**src/rtl/b64w_pkg.sv**
```systemverilog
package b64w_pkg;

  // Characters on one output line before CR LF is due
  localparam int LINE_CHARS = 76;
  localparam int COL_W      = $clog2(LINE_CHARS + 1);

  // Group queue between the gatherer and the emitter
  localparam int QUEUE_DEPTH = 2;
  localparam int QPTR_W      = (QUEUE_DEPTH > 1) ? $clog2(QUEUE_DEPTH) : 1;
  localparam int QCNT_W      = $clog2(QUEUE_DEPTH + 1);

  localparam logic [6:0] CH_CR  = 7'd13;
  localparam logic [6:0] CH_LF  = 7'd10;
  localparam logic [6:0] CH_PAD = 7'd61;

  localparam logic [6:0] CH_UPPER_A = 7'd65;
  localparam logic [6:0] CH_LOWER_A = 7'd97;
  localparam logic [6:0] CH_DIGIT_0 = 7'd48;
  localparam logic [6:0] CH_PLUS    = 7'd43;
  localparam logic [6:0] CH_SLASH   = 7'd47;

  // One group of up to three bytes, MSB first, ready to encode
  typedef struct packed {
    logic [23:0] bits;
    logic [1:0]  held;   // bytes that were buffered before the closing byte
    logic        last;   // group closes the stream
  } grp_t;

  // Queue status seen by the front end
  typedef struct packed {
    logic full;
    logic empty;
  } q_stat_t;

  typedef enum logic {
    PH_DATA,
    PH_LF
  } emit_ph_t;

  // Standard alphabet: A-Z a-z 0-9 + /
  function automatic logic [6:0] b64_char(input logic [5:0] idx);
    logic [6:0] ch;
    if (idx < 6'd26) begin
      ch = CH_UPPER_A + {1'b0, idx};
    end else if (idx < 6'd52) begin
      ch = CH_LOWER_A + {1'b0, idx} - 7'd26;
    end else if (idx < 6'd62) begin
      ch = CH_DIGIT_0 + {1'b0, idx} - 7'd52;
    end else if (idx == 6'd62) begin
      ch = CH_PLUS;
    end else begin
      ch = CH_SLASH;
    end
    return ch;
  endfunction

endpackage

```
**src/rtl/base64_encoder_line_wrap_unit.sv**
```systemverilog
// Streaming Base64 encoder with optional 76-column line wrapping. Push one raw
// byte per word (in_last on the final byte of a stream); pop one ASCII
// character per word. Every three bytes give four alphabet characters; the last
// byte closes the group, padded with '=' when short. With cfg wrap enabled (reset
// value 1), CR LF is put out before a character once a full line stands, never
// after the final character; the line restarts at each new stream. Rate: a
// byte is taken every cycle while the two-entry group queue has room, and the
// output side emits one character per cycle while groups are queued and the
// consumer keeps popping, through the single-character output register; a line
// break adds CR and LF words to a group's four. A buffered byte produces nothing;
// the output word marked out_run_last closes the characters of one group, and
// out_stream_end marks the final character of the stream. Change the wrap
// setting only while no words are in flight.
module base64_encoder_line_wrap_unit (
  input  logic       clk,
  input  logic       rst_n,
  // config
  input  logic       cfg_wr_en,
  input  logic       cfg_wr_data,
  // byte input
  input  logic       push,
  output logic       full,
  input  logic [7:0] in_byte,
  input  logic       in_last,
  // character output
  output logic       empty,
  input  logic       pop,
  output logic [6:0] out_char,
  output logic       out_run_last,
  output logic       out_stream_end
);

  logic              wrap_en_r;
  b64w_pkg::q_stat_t q_stat;
  b64w_pkg::grp_t    q_wdata;
  b64w_pkg::grp_t    q_head;
  logic              q_push;
  logic              q_pop;
  logic              q_vld;

  // wrap enable register, reset to wrapping on
  always_ff @(posedge clk) begin
    if (!rst_n) begin
      wrap_en_r <= 1'b1;
    end else if (cfg_wr_en) begin
      wrap_en_r <= cfg_wr_data;
    end
  end

  // input side stalls whenever the group queue is full, even for a byte
  // that would only be buffered
  assign full = q_stat.full;

  // front: gathers bytes into groups of three
  b64w_front u_front (
    .clk     (clk),
    .rst_n   (rst_n),
    .push    (push),
    .in_byte (in_byte),
    .in_last (in_last),
    .q_stat  (q_stat),
    .q_push  (q_push),
    .q_wdata (q_wdata)
  );

  // short group queue decoupling gatherer and emitter
  b64w_queue u_queue (
    .clk     (clk),
    .rst_n   (rst_n),
    .q_push  (q_push),
    .q_wdata (q_wdata),
    .q_pop   (q_pop),
    .q_stat  (q_stat),
    .q_vld   (q_vld),
    .q_head  (q_head)
  );

  // back: one character per cycle while popped, line breaks, output register
  b64w_back u_back (
    .clk            (clk),
    .rst_n          (rst_n),
    .wrap_en        (wrap_en_r),
    .q_vld          (q_vld),
    .q_head         (q_head),
    .q_pop          (q_pop),
    .pop            (pop),
    .empty          (empty),
    .out_char       (out_char),
    .out_run_last   (out_run_last),
    .out_stream_end (out_stream_end)
  );

endmodule

```
**src/rtl/b64w_front.sv**
```systemverilog
module b64w_front (
  input  logic              clk,
  input  logic              rst_n,
  input  logic              push,
  input  logic [7:0]        in_byte,
  input  logic              in_last,
  input  b64w_pkg::q_stat_t q_stat,
  output logic              q_push,
  output b64w_pkg::grp_t    q_wdata
);

  logic [15:0] pend_r, pend_nxt;
  logic [1:0]  cnt_r, cnt_nxt;
  logic        accept;

  assign accept = push && !q_stat.full;

  always_comb begin
    pend_nxt        = pend_r;
    cnt_nxt         = cnt_r;
    q_push          = 1'b0;
    q_wdata.last    = in_last;
    q_wdata.held    = cnt_r;
    case (cnt_r)
      2'd0:    q_wdata.bits = {in_byte, 16'h0000};
      2'd1:    q_wdata.bits = {pend_r[7:0], in_byte, 8'h00};
      default: q_wdata.bits = {pend_r, in_byte};
    endcase
    if (accept) begin
      if (cnt_r < 2'd2 && !in_last) begin
        pend_nxt = {pend_r[7:0], in_byte};
        cnt_nxt  = cnt_r + 2'd1;
      end else begin
        q_push   = 1'b1;
        cnt_nxt  = 2'd0;
      end
    end
  end

  always_ff @(posedge clk) begin
    if (!rst_n) begin
      cnt_r <= 2'd0;
    end else begin
      cnt_r <= cnt_nxt;
    end
  end

  always_ff @(posedge clk) begin
    pend_r <= pend_nxt;
  end

endmodule

```
**src/rtl/b64w_queue.sv**
```systemverilog
module b64w_queue (
  input  logic              clk,
  input  logic              rst_n,
  input  logic              q_push,
  input  b64w_pkg::grp_t    q_wdata,
  input  logic              q_pop,
  output b64w_pkg::q_stat_t q_stat,
  output logic              q_vld,
  output b64w_pkg::grp_t    q_head
);

  b64w_pkg::grp_t mem_r [b64w_pkg::QUEUE_DEPTH];

  logic [b64w_pkg::QPTR_W-1:0] wr_ptr_r, rd_ptr_r;
  logic [b64w_pkg::QCNT_W-1:0] cnt_r;

  localparam logic [b64w_pkg::QPTR_W-1:0] PTR_LAST =
    b64w_pkg::QPTR_W'(b64w_pkg::QUEUE_DEPTH - 1);

  assign q_stat.full  = (cnt_r == b64w_pkg::QCNT_W'(b64w_pkg::QUEUE_DEPTH));
  assign q_stat.empty = (cnt_r == '0);
  assign q_vld        = !q_stat.empty;
  assign q_head       = mem_r[rd_ptr_r];

  always_ff @(posedge clk) begin
    if (!rst_n) begin
      wr_ptr_r <= '0;
      rd_ptr_r <= '0;
      cnt_r    <= '0;
    end else begin
      if (q_push) begin
        wr_ptr_r <= (wr_ptr_r == PTR_LAST) ? '0 : wr_ptr_r + 1'b1;
      end
      if (q_pop) begin
        rd_ptr_r <= (rd_ptr_r == PTR_LAST) ? '0 : rd_ptr_r + 1'b1;
      end
      if (q_push && !q_pop) begin
        cnt_r <= cnt_r + 1'b1;
      end else if (q_pop && !q_push) begin
        cnt_r <= cnt_r - 1'b1;
      end
    end
  end

  always_ff @(posedge clk) begin
    if (q_push) begin
      mem_r[wr_ptr_r] <= q_wdata;
    end
  end

endmodule

```
**src/rtl/b64w_back.sv**
```systemverilog
module b64w_back (
  input  logic           clk,
  input  logic           rst_n,
  input  logic           wrap_en,
  input  logic           q_vld,
  input  b64w_pkg::grp_t q_head,
  output logic           q_pop,
  input  logic           pop,
  output logic           empty,
  output logic [6:0]     out_char,
  output logic           out_run_last,
  output logic           out_stream_end
);

  localparam logic [b64w_pkg::COL_W-1:0] COL_MAX =
    b64w_pkg::COL_W'(b64w_pkg::LINE_CHARS);

  b64w_pkg::emit_ph_t ph_r, ph_nxt;
  logic [1:0]                 idx_r, idx_nxt;
  logic [b64w_pkg::COL_W-1:0] col_r, col_nxt;
  logic                       vld_r, vld_nxt;
  logic [6:0]                 char_r, char_nxt;
  logic                       run_last_r, run_last_nxt;
  logic                       end_r, end_nxt;
  logic                       adv;
  logic [5:0]                 sext;
  logic [6:0]                 dchar;

  // sextet picked by character position
  always_comb begin
    case (idx_r)
      2'd0:    sext = q_head.bits[23:18];
      2'd1:    sext = q_head.bits[17:12];
      2'd2:    sext = q_head.bits[11:6];
      default: sext = q_head.bits[5:0];
    endcase
    dchar = ({1'b0, idx_r} < ({1'b0, q_head.held} + 3'd2)) ?
            b64w_pkg::b64_char(sext) : b64w_pkg::CH_PAD;
  end

  assign adv = q_vld && (!vld_r || pop);

  always_comb begin
    ph_nxt       = ph_r;
    idx_nxt      = idx_r;
    col_nxt      = col_r;
    vld_nxt      = vld_r && !pop;
    char_nxt     = char_r;
    run_last_nxt = run_last_r;
    end_nxt      = end_r;
    q_pop        = 1'b0;
    if (adv) begin
      vld_nxt      = 1'b1;
      run_last_nxt = 1'b0;
      end_nxt      = 1'b0;
      unique case (ph_r)
        b64w_pkg::PH_DATA: begin
          if (wrap_en && col_r >= COL_MAX) begin
            char_nxt = b64w_pkg::CH_CR;
            ph_nxt   = b64w_pkg::PH_LF;
          end else begin
            char_nxt = dchar;
            col_nxt  = (col_r < COL_MAX) ? col_r + 1'b1 : col_r;
            if (idx_r == 2'd3) begin
              q_pop        = 1'b1;
              idx_nxt      = 2'd0;
              run_last_nxt = 1'b1;
              end_nxt      = q_head.last;
              if (q_head.last) begin
                col_nxt = '0;
              end
            end else begin
              idx_nxt = idx_r + 2'd1;
            end
          end
        end
        b64w_pkg::PH_LF: begin
          char_nxt = b64w_pkg::CH_LF;
          col_nxt  = '0;
          ph_nxt   = b64w_pkg::PH_DATA;
        end
        default: begin
          ph_nxt = b64w_pkg::PH_DATA;
        end
      endcase
    end
  end

  always_ff @(posedge clk) begin
    if (!rst_n) begin
      ph_r  <= b64w_pkg::PH_DATA;
      idx_r <= 2'd0;
      col_r <= '0;
      vld_r <= 1'b0;
    end else begin
      ph_r  <= ph_nxt;
      idx_r <= idx_nxt;
      col_r <= col_nxt;
      vld_r <= vld_nxt;
    end
  end

  always_ff @(posedge clk) begin
    char_r     <= char_nxt;
    run_last_r <= run_last_nxt;
    end_r      <= end_nxt;
  end

  assign empty          = !vld_r;
  assign out_char       = char_r;
  assign out_run_last   = run_last_r;
  assign out_stream_end = end_r;

  // mid-group state only exists while its group is still queued
  a_midgrp_has_head: assert property (@(posedge clk) disable iff (!rst_n)
    (idx_r != 2'd0 || ph_r == b64w_pkg::PH_LF) |-> q_vld)
    else $error("emitter mid-group with no queued group");

  a_col_bound: assert property (@(posedge clk) disable iff (!rst_n)
    col_r <= COL_MAX)
    else $error("line column past line length");

  a_end_is_run_last: assert property (@(posedge clk) disable iff (!rst_n)
    (vld_r && end_r) |-> run_last_r)
    else $error("stream end on a word that is not the group's last");

  a_lf_after_cr: assert property (@(posedge clk) disable iff (!rst_n)
    (adv && ph_r == b64w_pkg::PH_DATA && ph_nxt == b64w_pkg::PH_LF)
      |=> (vld_r && char_r == b64w_pkg::CH_CR))
    else $error("CR not presented when LF becomes due");

endmodule
```
**config.mk**
```make
export PLATFORM = sky130hd
export DESIGN_NAME = base64_encoder_line_wrap_unit
export DESIGN_NICKNAME = d
export VERILOG_FILES = /design/src/rtl/b64w_pkg.sv /design/src/rtl/base64_encoder_line_wrap_unit.sv /design/src/rtl/b64w_front.sv /design/src/rtl/b64w_queue.sv /design/src/rtl/b64w_back.sv
export SDC_FILE = /design/constraint.sdc
export NUM_CORES = 1
export LEC_CHECK = 0
export BUFFER_PORTS_ARGS = -buffer_cell sky130_fd_sc_hd__buf_2
export CORE_MARGIN = 2
export CORE_UTILIZATION = 40
export DETAILED_ROUTE_END_ITERATION = 7
export SLEW_MARGIN = 0
export SYNTH_ARGS = -nofsm -noshare
export SYNTH_HDL_FRONTEND = slang
export SYNTH_SLANG_ARGS = --single-unit
```
**constraint.sdc**
```tcl
create_clock -name clk -period 3.1 [get_ports clk]
set_input_delay 0.155 -clock clk [delete_from_list [all_inputs] [get_ports clk]]
set_output_delay 0.155 -clock clk [all_outputs]
set_load 0.02 [all_outputs]
```
==> results.md <==
- Max VDD drop: about 0.32 mV
- Synth Flop Type: edfxtp_1
- Crit path kind: register to register
- Setup TNS Final: 0 ns
- CTS tree: built
- Power, Total: 3.266 mW
- Fmax achieved: 348.9 MHz
- Drt wl/cell: approximately 16 um
- CTS Buf Count: 9
- Final setup margin: 0.2336 ns
- Total gr overflow: 0
- Die area: 12,160 um2
- Boundary pin count: 26
- Syn avg cell area: 12.17 um2
- Number of remaining DRC errors: 0
- CP endpoint kind: register
- Synth Warn #: 0
- DP HPWL: between 6 and 7 mm
- DIE HEIGHT: 110.3 um
- Largest net degree at the start of global routing: 29
- Core Area: 10,940 um2
- Slew HR: 46.76%
- Slowest cell delay on critical path: 0.43 ns
- Netlist cell types: 57
- H-tree lvl count: 3
- PortBufs: 25
- Post-Route Skew: around 0.0093 ns
- HP Class: primary input to register
- Fin crit period: 2.866 ns
- Max_cap viols: 0
- Final period utilization: between 90% and 100%
- Critical path data arrival time: a little under 3 ns
- Row cnt: 38
- Global-route wire length before repair: 14.55 mm
- Max FO, Critical Path: 12
- GRT Total Usage: 15.87%
- Startpoint Class: register
- Final nets: 432
- DR vias: 2,973
- Final Hold Viols: 0
- Setup Viol. Count Final: 0
- Leakage power: between 1.5 and 2 nW
- CTS root buffer: clkbuf_16
- Final GP Congestion: about 0.86
- Status: finished, final reports clean
- CP max-delay cell: ha_1
- Initial core utilization: 41.29%
- Mapped Area: 4516 um2
- Least-Margin Pin Slew: 0.7902 ns
- WL final: about 8.9 mm
- First-pass iteration count of the detailed router: 5
- Final core occ: 46.80%
- Fillers: 996
- Clock slew at reported path FFs: roughly 0.070 ns
- Setup WS pre-CTS: 0.1927 ns
- DRT antenna net count: 0
- Synthesized flop and latch total: 98
- Initial antenna violation count: 0
- Post-CTS Hold Buffers: 0
- Antenna diodes: 0
- Synthesized net count: 402
- RSZ-0062 raised after global routing: no
- Post-synthesis cell count: 371
- CP Cell Sequence: inv_1, ha_1, a22oi_1, nand3_1, nand3_1, ha_1, nand4b_1, a211oi_1, mux2_2, a21oi_1
- Worst EP required: roughly 3.2 ns
- Width of the die: ~110 um
- Async S/R FF share, synth: 0%
- Area Overhead vs Synth: 13.33%
- Clock Latency Late Sink: 0.34 ns
- Vias in the first global route: 2,872
- Vias/cell: 5.445
- Post-synth EDFFs: 79
- Pwr/cell area: 638.2 nW/um2
- Clock Path Buffers: 2
- DR iter-0 viols: 214
- Layout cell share with drive strength beyond 1: 16.75%
- CTS sink cnt: 98
- Fin. max-slew vios: 0
- Sequential fraction of the synthesis area: 60.96%
## Yosys cell counts, drive strengths merged (5+ instances only)
master	instances	area [um2]
and2	16	102.6
nor2	11	41.29
a31oi	9	56.30
a22o	9	78.83
buf	7	51.29
inv	19	71.31
nand3	20	110.1
edfxtp	79	2372
nand2	47	176.4
a22oi	20	150.1
clkbuf	8	30.03
nor2b	6	37.54
o21ai	10	50.04
dfxtp	19	380.4
mux2	5	56.30
ha	16	200.2
nor3	6	30.03
mux2i	9	90.09
a21oi	8	40.04
## metal layers
metal,vias to the layer above,wire length [um],global-route usage [%]
li1,1450,-,-
met1,1445,4211,21.82
met2,63,4219,24.63
met3,15,289,3.233
met4,0,170,6.429
met5,-,0,0
## area by class of cell
class / count / area [um2] / share of cell area, %
sequential: 98 / 2753 / 53.79
timing repair buffer: 34 / 192.7 / 3.765
inverter: 19 / 71.32 / 1.394
clock buffer: 9 / 225.2 / 4.401
clock inverter: 7 / 73.82 / 1.443
tap: 140 / 175.2 / 3.423
multi-input combinational: 239 / 1627 / 31.78
## state kept, by name, indices dropped and copies added, names as in the netlist, named ones only
| signal | flops |
|---|---|
| u_front.pend_r | 16 |
| u_back.ph_r | 1 |
| u_back.out_stream_end | 1 |
| u_queue.cnt_r | 2 |
| u_back.out_char | 7 |
| u_back.vld_r | 1 |
| u_back.col_r | 7 |
| u_back.idx_r | 2 |
| u_back.out_run_last | 1 |
| u_front.cnt_r | 2 |
| u_queue.rd_ptr_r | 1 |
| wrap_en_r | 1 |
| u_queue.wr_ptr_r | 1 |
| u_queue.mem_r | 54 |
## where the power goes
group / internal (mW) / switching (mW) / leakage, nW / total (mW)
sequential: 1.54 / 0.0394 / 0.886 / 1.58
clock: 0.566 / 0.512 / 0.143 / 1.08
combinational: 0.230 / 0.383 / 0.854 / 0.613
total: 2.33 / 0.934 / 1.88 / 3.27
## path summary, 6_finish.rpt
check / startpoint / end / slack, ns / cells past startpoint
worst max register to register: u_back.idx_r[0] / u_back.out_char[0] / 0.23 / 10
worst max-delay path: u_back.idx_r[0] / u_back.out_char[0] / 0.23 / 10
worst min-delay path: cfg_wr_data / wrap_en_r / 0.03 / 3
worst min register to register: u_front.pend_r[7] / u_front.pend_r[15] / 0.48 / 0
## cell families (layout without fill, tap and decap cells)
kind of cell	count (synthesis)	after routing	synth area share, %
AND/OR/NAND/NOR	120	120	13.41
flip-flops	98	98	60.96
AO/OA/AOI/OAI	84	84	13.60
buffers and inverters	34	69	3.380
adder cells (fa/ha/maj)	16	16	4.433
multiplexers	14	14	3.242
XOR/XNOR	5	5	0.9700
## stage by stage
stage | area, um2 | cells | hold slack (ns)
after floorplan | 4516 | 371 | 0.2539
after global placement | 4812 | 530 | 0.3674
after detailed placement | 4812 | 530 | 0.3773
after CTS | 5111 | 546 | 0.02522
after global routing | 5117 | 546 | 0.02468
final | 5117 | 546 | 0.03266
## worst max-delay path, delay by kind of cell, from the launching register on
family,cells,cell delay [ns]
fa+ha+maj,2,0.74
compound gates,3,0.61
simple gates,3,0.54
flops,1,0.35
mux,1,0.23
buf+inv,1,0.13
## placed cells by master, fill, tap and decap left out, drive strengths merged, types with 2 or more instances in the layout
master / instances
edfxtp: 79
nand2: 47
buf: 34
inv: 21
a22oi: 20
nand3: 20
dfxtp: 19
and2: 16
ha: 16
nor2: 11
o21ai: 10
mux2i: 9
a31oi: 9
a22o: 9
clkbuf: 9
a21oi: 8
nor2b: 6
nor3: 6
mux2: 5
clkinv: 4
xnor2: 3
and3: 3
or3: 3
o31ai: 3
a211oi: 3
o21a: 3
a211o: 2
o22ai: 2
a311oi: 2
xor2: 2
a21boi: 2
## repair_timing
action / 4_1_cts / 5_1_grt
resized for setup: 0 / 3
setup buffers: 0 / 0
setup endpoints to repair: 0 / 5
hold endpoints to repair: 0 / 0
(Power assumes the default switching activity.)
